**src/rtl/core/prc_pkg.sv**
```systemverilog
// shared types, codes and defaults of the region perimeter counter
package prc_pkg;

   localparam int DEF_MAX_REGIONS = 1024;
   localparam int DEF_MAX_WIDTH   = 4096;
   localparam int LABEL_BITS      = 16;
   localparam int MAX_HEIGHT      = 4096;
   localparam int ROW_BITS        = 12;
   localparam int HEIGHT_BITS     = 13;
   localparam int CSR_ADDR_BITS   = 4;
   localparam int CSR_DATA_BITS   = 32;

   localparam logic [1:0] FUNC_CLEAR = 2'd0;
   localparam logic [1:0] FUNC_PIXEL = 2'd1;
   localparam logic [1:0] FUNC_READ  = 2'd2;

   localparam logic [1:0] REG_GRID_WIDTH   = 2'd0;
   localparam logic [1:0] REG_GRID_HEIGHT  = 2'd1;
   localparam logic [1:0] REG_REGION_BASE  = 2'd2;
   localparam logic [1:0] REG_REGION_COUNT = 2'd3;

   localparam logic [12:0] RST_GRID_WIDTH   = 13'd256;
   localparam logic [12:0] RST_GRID_HEIGHT  = 13'd256;
   localparam logic [15:0] RST_REGION_BASE  = 16'd0;
   localparam logic [10:0] RST_REGION_COUNT = 11'd1024;

   typedef struct packed {
      logic [1:0]            func;
      logic [LABEL_BITS-1:0] label;
      logic [9:0]            region_index;
   } req_type;

   typedef struct packed {
      logic [31:0] perimeter;
      logic [9:0]  region_echo;
   } rsp_type;

   typedef struct packed {
      logic [12:0]           grid_width;
      logic [12:0]           grid_height;
      logic [LABEL_BITS-1:0] region_base;
      logic [10:0]           region_count;
   } cfg_type;

   typedef enum logic [2:0] {
      ST_CLEAR,
      ST_IDLE,
      ST_ABOVE,
      ST_OWN,
      ST_LEFT,
      ST_UP,
      ST_READ
   } state_type;

endpackage

```
**src/rtl/core/prc_csr.sv**
```systemverilog
// configuration register file behind the apb-style port
module prc_csr (
   input  logic                                 clock,
   input  logic                                 reset,
   input  logic                                 psel,
   input  logic                                 penable,
   input  logic                                 pwrite,
   input  logic [prc_pkg::CSR_ADDR_BITS-1:0]    paddr,
   input  logic [prc_pkg::CSR_DATA_BITS-1:0]    pwdata,
   output logic [prc_pkg::CSR_DATA_BITS-1:0]    prdata,
   output logic                                 pready,
   output prc_pkg::cfg_type                     cfg
);
   import prc_pkg::*;

   cfg_type    cfg_ff;
   cfg_type    cfg_in;
   logic [1:0] reg_sel;
   logic       wr_en;

   assign reg_sel = paddr[3:2];
   assign wr_en   = psel && penable && pwrite;

   always_comb begin
      cfg_in = cfg_ff;
      if (wr_en) begin
         case (reg_sel)
            REG_GRID_WIDTH: begin
               cfg_in.grid_width = pwdata[12:0];
            end
            REG_GRID_HEIGHT: begin
               cfg_in.grid_height = pwdata[12:0];
            end
            REG_REGION_BASE: begin
               cfg_in.region_base = pwdata[LABEL_BITS-1:0];
            end
            REG_REGION_COUNT: begin
               cfg_in.region_count = pwdata[10:0];
            end
            default: begin
               cfg_in = cfg_ff;
            end
         endcase
      end
   end

   always_ff @(posedge clock) begin
      if (reset) begin
         cfg_ff.grid_width   <= RST_GRID_WIDTH;
         cfg_ff.grid_height  <= RST_GRID_HEIGHT;
         cfg_ff.region_base  <= RST_REGION_BASE;
         cfg_ff.region_count <= RST_REGION_COUNT;
      end else begin
         cfg_ff <= cfg_in;
      end
   end

   always_comb begin
      case (reg_sel)
         REG_GRID_WIDTH:   prdata = CSR_DATA_BITS'(cfg_ff.grid_width);
         REG_GRID_HEIGHT:  prdata = CSR_DATA_BITS'(cfg_ff.grid_height);
         REG_REGION_BASE:  prdata = CSR_DATA_BITS'(cfg_ff.region_base);
         REG_REGION_COUNT: prdata = CSR_DATA_BITS'(cfg_ff.region_count);
         default:          prdata = '0;
      endcase
   end

   assign pready = 1'b1;
   assign cfg    = cfg_ff;

endmodule

```
**config.mk**
```make
export PLATFORM = sky130hd
export DESIGN_NAME = prc_csr
export DESIGN_NICKNAME = d
export VERILOG_FILES = /design/src/rtl/core/prc_pkg.sv /design/src/rtl/core/prc_csr.sv
export SDC_FILE = /design/constraint.sdc
export NUM_CORES = 1
export LEC_CHECK = 0
export BUFFER_PORTS_ARGS = -buffer_cell sky130_fd_sc_hd__buf_4
export CAP_MARGIN = 20
export CORE_UTILIZATION = 45
export DETAILED_ROUTE_END_ITERATION = 12
export PLACE_DENSITY = 0.78
export SYNTH_ARGS = -nofsm -noshare
export SYNTH_HDL_FRONTEND = slang
export SYNTH_SLANG_ARGS = --single-unit
```
**constraint.sdc**
```tcl
create_clock -name clock -period 1.5 [get_ports clock]
set_input_delay 0.15 -clock clock [delete_from_list [all_inputs] [get_ports clock]]
set_output_delay 0.15 -clock clock [all_outputs]
set_load 0.01 [all_outputs]
```
==> reports/results.txt, run 1 <==
Registers take 1060 sq um. Counting instances in the post-synthesis netlist gives the leading cell types as nand2b_1 (60), dfxtp_1 (53), mux2i_1 (52). Counting the fill cells in the layout gives 501. After synthesis, flip-flops and latches occupy 40.1% of the total area. The die extent in x is 78.7 microns, and the area of all placed cells without fillers is 3390 sq um. Of the post-synthesis cell area, the dominant cell type holds 40.1%.

The TritonCTS sink count came out at 53. After technology mapping, the gate count stands at 243. In this design, the largest share of critical-path delay is due to multiplexers. Post-CTS timing repair inserted 0 buffers for setup. The synthesis-stage register bit count was 53; the path length in cells of the critical path was 2. Routability-driven placement finished with a final weighted congestion of 0.731. Port buffering added 91 buffers. Summed over all layers, the global routing overflow is 0. The area growth from synthesis to layout is 28.0%.

Clock tree synthesis selected as its root buffer the cell clkbuf_8. The count of nets left with antenna violations after detail routing is 0. The tools report the origin of the critical flop-to-flop path as cfg[24].

Adding up every negative setup slack in the final design gives 0 ns. In the routed design, unresolved DRC markers number 0. The number of buffers inserted for hold repair after clock tree synthesis is 0.

In this run the critical register-to-register path is captured at cfg[24]. Counting instances, the worst hold path has a depth of 3. On the worst path, the slowest cell contributes a delay of 0.50 ns. For the worst-skew pair, the clock arrives at the later sink with an insertion delay of 0.31 ns.

For the total count of max-transition violations in the final report, the log shows 0. The post-synthesis cell type count was 23; the number of buffers created by CTS was 5. IR analysis of the VDD net gives a maximum drop of 0.538 mV.

The number of global-route vias before repair came out at 1,937. The prevailing post-synth register cell is dfxtp_1. The tools report the number of H-tree branching levels as 2. The path class of the tightest hold or removal check is input pin to flop. The synthesized design contains 0 enable-type register cells.

The tool flagged a number of max-cap violations equal to 0. The number of detailed-route iterations in the first pass came out at 4. Once layout is complete, the cells apart from fillers number 401.

The element type at the critical path end is a primary output. For the cell row count, the log shows 27. For this run, the total global-route usage over all layers was measured as 20.0%. The run gives 0 ns as the post-route clock skew. The logs give 393 for the number of cells in the design after placement and 1.35 ns for the required time of the worst setup path. In the post-synthesis netlist, the cell with the most instances is nand2b_1.

Number of flip-flops in the largest register: 53. The critical path is of the flop to primary output type. After legalization and detailed placement, the total HPWL measured 4120 microns.

Summing all multi-input logic gate instances after layout gives 1400 sq um. The analysis attributes to cell leakage a power of 1.68 nW. For the deepest clock path buffer count, the log shows 2. The worst hold path terminates at cfg[24]. The run gives 369 as the final net count.

The average wire per standard cell came out at 14.7 microns. The critical path goes through mux4_1 -> buf_4. STA classifies the critical path startpoint as a flop. The maximum number of pins on one net before global-route repair is 69, and the total via count in the routed design is 1,992. The placeable core region came out at 5570 sq um.

The launch point of the worst path was cfg[21]. Along the worst path, the maximum fanout reaches 3. By area the synthesized netlist is led by dfxtp_1 (40%), mux2i_1 (20%), nand2b_1 (14%). Setup slack on the worst reg-to-reg path comes out at 0.74 ns. The startpoint identified for the worst hold timing path is pwdata[13]. The cell area reported after detailed placement was 3300 sq um; the average cell area after synthesis was 10.9 sq um. The number of buffer and inverter stages on the critical path works out to 1. In this run the vertical extent of the chip is 78.7 microns.

The worst register-to-register path has a depth of 2. In this run the tightest slew margin relative to its limit is 66.4%. The detailed router finished its first iteration with 80 violations.

Yosys printed 0 warnings. In this run the count of I/O pins placed on the die edge is 127. The overall die area was 6200 sq um; the number of vias per cell after detailed routing was 4.97. The effective utilization at floorplan was 47.5%. The largest individual stage delay along the critical path comes from the cell mux4_1.

Setup violations remaining at the end of the flow were counted as 0. After clock tree synthesis, the clock-pin slew on the worst setup and hold paths is 0.10 ns. The power after layout is 2.54 mW. After layout, the worst path uses 96.9% of the clock period. In this run the power density over the cells is 751 nW/um^2. The share of synthesized registers carrying an async set or reset is 0%, and the number of antenna violations at the first check in global routing is 0.

The ratio of cells with drive above 1 in the final layout is 36.8%. The worst-margin pin slew works out to 0.504 ns. For this block, the routed nets add up to 5890 microns of wire. In this run the cell area of the synthesized design comes to 2650 sq um. Number of inserted diodes: 0. The synthesized design spends more area on one cell type than any other, namely dfxtp_1. TritonCTS built the clock tree. Setup repair after global routing left no endpoint under its margin. The first global-routing pass estimated 9490 microns of wire. The run finished with clean final reports. Once the clock tree was built, the resizer swapped 0 gates to a different size. The final-report hold violation count is 0, and the worst endpoint data arrival time is 1.30 ns.

The achievable clock frequency was 0.688 GHz; the post-layout minimum cycle time was 1.45 ns.
through the flow:
stage / setup slack (ns) / hold slack (ns) / utilization [%]
floorplan: 0.351 / 0.297 / -
global placement: 0.136 / 0.412 / 59.3
detailed placement: 0.152 / 0.423 / 59.3
CTS: 0.00992 / 0.0888 / 60.9
global route: 0.00826 / 0.0977 / 60.8
finish: 0.0464 / 0.0965 / 60.8
cells in the final DEF, fill, tap and decap left out, types with 2 or more instances in the layout:
master / Yosys / final
buf_4: 20 / 97
nand2b_1: 60 / 60
mux2i_1: 52 / 52
dfxtp_1: 53 / 51
conb_1: 2 / 17
mux4_2: 6 / 8
nand3_1: 5 / 5
nor2_1: 5 / 5
clkbuf_8: 0 / 5
and2_1: 4 / 4
nand2_1: 3 / 3
mux4_1: 5 / 3
a21bo_2: 3 / 3
a21oi_1: 3 / 3
o21ai_0: 2 / 2
dfxtp_2: 0 / 2
worst register-to-register path: stages (launching register included):
cell,delay [ns]
dfxtp_1,0.35
a21bo_2,0.22
a21oi_1,0.13
where the power goes:
part	internal [mW]	total [mW]	switching, mW
combinational	0.145	0.287	0.143
clock	0.332	0.818	0.486
sequential	1.42	1.44	0.0142
logic make-up (layout without fill, tap and decap cells):
kind of cell	count (synthesis)	after routing	share of synthesized area, %
DFF	53	53	40.1
other	2	17	0.284
muxes	63	63	29.7
and+or+nand+nor	82	82	18.7
AOI/OAI and AO/OA	8	8	2.08
buffers and inverters	35	106	9.21
layout make-up:
| class | instances | share of cell area, % |
|---|---|---|
| Sequential cell | 53 | 31.4 |
| Clock inverter | 3 | 0.628 |
| Multi-Input combinational cell | 170 | 41.2 |
| Timing Repair Buffer | 98 | 22.1 |
| Tap cell | 72 | 2.66 |
| Clock buffer | 5 | 2.03 |
routing by layer:
layer  vias up  global-route usage, %  share of wire (%)
met1       953                   23.6                 42
met2        77                   35.2                 50
met5         -                      0                  0
li1        956                      -                  -
met4         0                   5.37               0.87
met3         6                   5.86                6.8
worst max path at each step:
stage / slack, ns / endpoint
after floorplan: 0.35 / cfg[48]
after global placement: 0.14 / prdata[6]
after detailed placement: 0.15 / prdata[10]
after CTS: 0.01 / prdata[6]
after global routing: 0.008 / prdata[2]
final: 0.05 / prdata[10]
No activity file was read; power rests on OpenSTA's default activity.
==> inputs of run 2 (changes only) <==
CORE_UTILIZATION = 46   (was 45)
GPL_TIMING_DRIVEN = 1   (was not set)
PLACE_DENSITY = 0.8   (was 0.78)
==> run 2 against run 1 <==
Against the previous run: worst setup slack lost 0.018 ns; combinational power shrank 1%; critical endpoint is now prdata[6]; largest power group unchanged; flip-flop and latch count is the same; sequential power is essentially flat; sequential share of layout area grew 0.081 points; count of clock-buffer cells in the layout grew 1; total power shrank 1.1%; highest routed layer unchanged; cell area shrank 0.26%; worst hold slack gained 0.0037 ns; clock power shrank 2.8%; critical path type unchanged; first-iteration DRC count grew 20%; largest cell class unchanged; critical path depth is the same.
==> reports/results.txt, run 2 (synthesized netlist as in run 1, its figures left out) <==
The run finished with clean final reports. Cell row count: 27 (unchanged). The worst hold margin is 0.100 ns (+0.00370 ns), and the floorplan die height is 77.9 microns (-1.1%). Average wire per standard cell: 14.6 microns (-0.31%). The run gives 2 (unchanged) as the deepest clock path buffer count.

TritonCTS built the clock tree. Number of detailed-route iterations in the first pass: 4 (unchanged). The TritonCTS sink count was 53 (unchanged). Final-report hold violation count: 0 (unchanged). For the number of global-route vias before repair, the log shows 1,882 (-2.8%). Compared with the post-synthesis result, the final layout area differs by 27.6%. Clock tree synthesis selected as its root buffer the cell clkbuf_8. The placed wire-length estimate came out at 4100 microns (-0.52%).

The total via count in the routed design was 1,978 (-0.70%); the global routing usage summed across all routing layers was 20.1% (+0.12 points). The number of flip-flops in the largest register was 53 (unchanged). For the maximum ir drop on the vdd rail, the log shows 0.408 mV (-24%). The required time of the worst setup path was 1.35 ns (about the same). The logs give 0 ns (unchanged) for the post-route clock skew and 0 (unchanged) for the count of maximum capacitance violations. Ratio of cells with drive above 1 in the final layout: 35.9% (-0.91 points). The number of remaining DRC errors was 0 (unchanged).

The logs give 0.679 GHz (-1.3%) for the achievable clock frequency and 6070 sq um (-2.1%) for the overall die area. The total setup violations reported at the end of the flow was 0 (unchanged). Type of the worst min-delay path: input pin to flop.

Effective utilization at floorplan: 47.8% (+0.29 points). The die extent in x is 77.9 microns (-1.1%). For the maximum number of pins on one net before global-route repair, the log shows 69 (unchanged).

The number of buffers inserted for hold repair after clock tree synthesis is 0 (unchanged). The total negative slack is 0 ns (unchanged). Maximum fanout along the worst path: 3 (unchanged). The final wirelength is 5870 microns (-0.31%), and the number of port buffers is 91 (unchanged). The number of vias per cell after detailed routing is 4.93 (-0.70%). The count of nets left with antenna violations after detail routing came out at 0 (unchanged). The number of primary I/O pins came out at 127 (unchanged). The areal power density over the cells is 744 nW/um^2 (-0.83%).

The post-layout minimum cycle time works out to 1.47 ns (+0.0184 ns). The number of antenna violations at the first check in global routing was 0 (unchanged). For the source-to-sink clock delay at the later pin of the worst-skew pair, the log shows 0.30 ns (about the same). Setup repair after global routing left no endpoint under its margin. Leakage power figure: 1.69 nW (+0.32%). The clock-pin transition on the worst setup and hold timing paths was 0.09 ns (about the same).

Startpoint-to-endpoint class of the critical path: flop to primary output. The run gives 369 (unchanged) as the final net count. Element type at the critical path end: a primary output. The library cell used most frequently in the layout, excluding fill and tap cells, is buf_4.

The number of inserted diodes is 0 (unchanged). The run gives 5540 sq um (-0.61%) as the placeable core region. For the number of buffers created by CTS, the log shows 5 (unchanged). The number of H-tree branching levels was 2 (unchanged).

Total count of max-transition violations in the final report: 0 (unchanged). The logs give 479 (-4.4%) for the count of filler cells inserted in the layout and 9390 microns (-1.0%) for the first-pass GRT wire length. Leaving out fill and tap cells, the most frequent cells in the layout are buf_4 (98), nand2b_1 (60), mux2i_1 (52), dfxtp_1 (51), conb_1 (17). The leftover overflow at the end of global routing is 0 (unchanged), and the final RePlAce weighted congestion is 0.748 (+2.4%).

Kind of start point of the critical path: a flop. The first-iteration detailed-routing DRC count was 96 (+20%); the worst endpoint data arrival time was 1.32 ns (+0.02 ns). The share of the cycle needed by the critical path after routing works out to 98.1% (+1.2 points).
==> run 2: cell count changes in the layout (fill, tap and decap cells not counted) <==
cell,before,now
mux4_1,3,5
mux4_2,8,6
buf_12,1,0
buf_4,97,98
clkbuf_1,0,1
clkinvlp_4,1,0
==> run 2: metrics by stage <==
step	instance area (sq um)	total power [mW]	setup slack [ns]	std cells	utilization (%)
4_1_cts	3380	2.54	0.00887	401	61.0
6_report	3380	2.52	0.0279	401	61.0
3_3_place_gp	3290	1.75	0.150	393	59.4
5_1_grt	3380	2.62	0.00299	401	61.0
2_1_floorplan	2710	1.68	0.351	258	-
3_5_place_dp	3290	1.76	0.155	393	59.4
==> run 2: worst max-delay path, stage by stage, from the launching register on <==
cell and delay, ns:
dfxtp_2 0.34, mux4_1 0.51, buf_4 0.16
==> run 2: path summary, 6_finish.rpt <==
kind	start	endpoint	slack, ns	cells past startpoint
max	cfg[17]	prdata[6]	0.03	2
min	pwdata[14]	cfg[25]	0.10	3
max reg2reg	cfg[26]	cfg[26]	0.72	2
min reg2reg	cfg[0]	cfg[0]	0.50	2
==> run 2: where the power goes <==
group / internal, mW / leakage [nW] / switching (mW)
registers: 1.42 / 0.429 / 0.0144
clock network: 0.333 / 0.0456 / 0.461
logic: 0.142 / 1.21 / 0.141
total: 1.90 / 1.69 / 0.616
==> run 2: layer usage <==
layer  share of wire, %  track usage, %  vias to the layer above  wire, microns
li1                   -               -                      956              -
met1                 43            24.0                      942           2510
met2                 50            35.2                       72           2910
met3                6.5            4.82                        8            381
met4                1.3            6.79                        0             76
met5                  0               0                        -              0
==> run 2: layout make-up <==
| type | count | area, sq um | share of cell area (%) |
|---|---|---|---|
| clock buffers | 6 | 72.6 | 2.15 |
| well taps | 72 | 90.1 | 2.66 |
| flip-flops and latches | 53 | 1060 | 31.5 |
| repair buffers | 98 | 736 | 21.8 |
| multi-input cells | 170 | 1410 | 41.6 |
| clock inverters | 2 | 13.8 | 0.407 |
==> run 2: what timing repair did <==
action,CTS,global route
buffers inserted,0,0
resized for setup,0,2
endpoints found under the hold margin,0,0
endpoints found under the setup margin,0,1
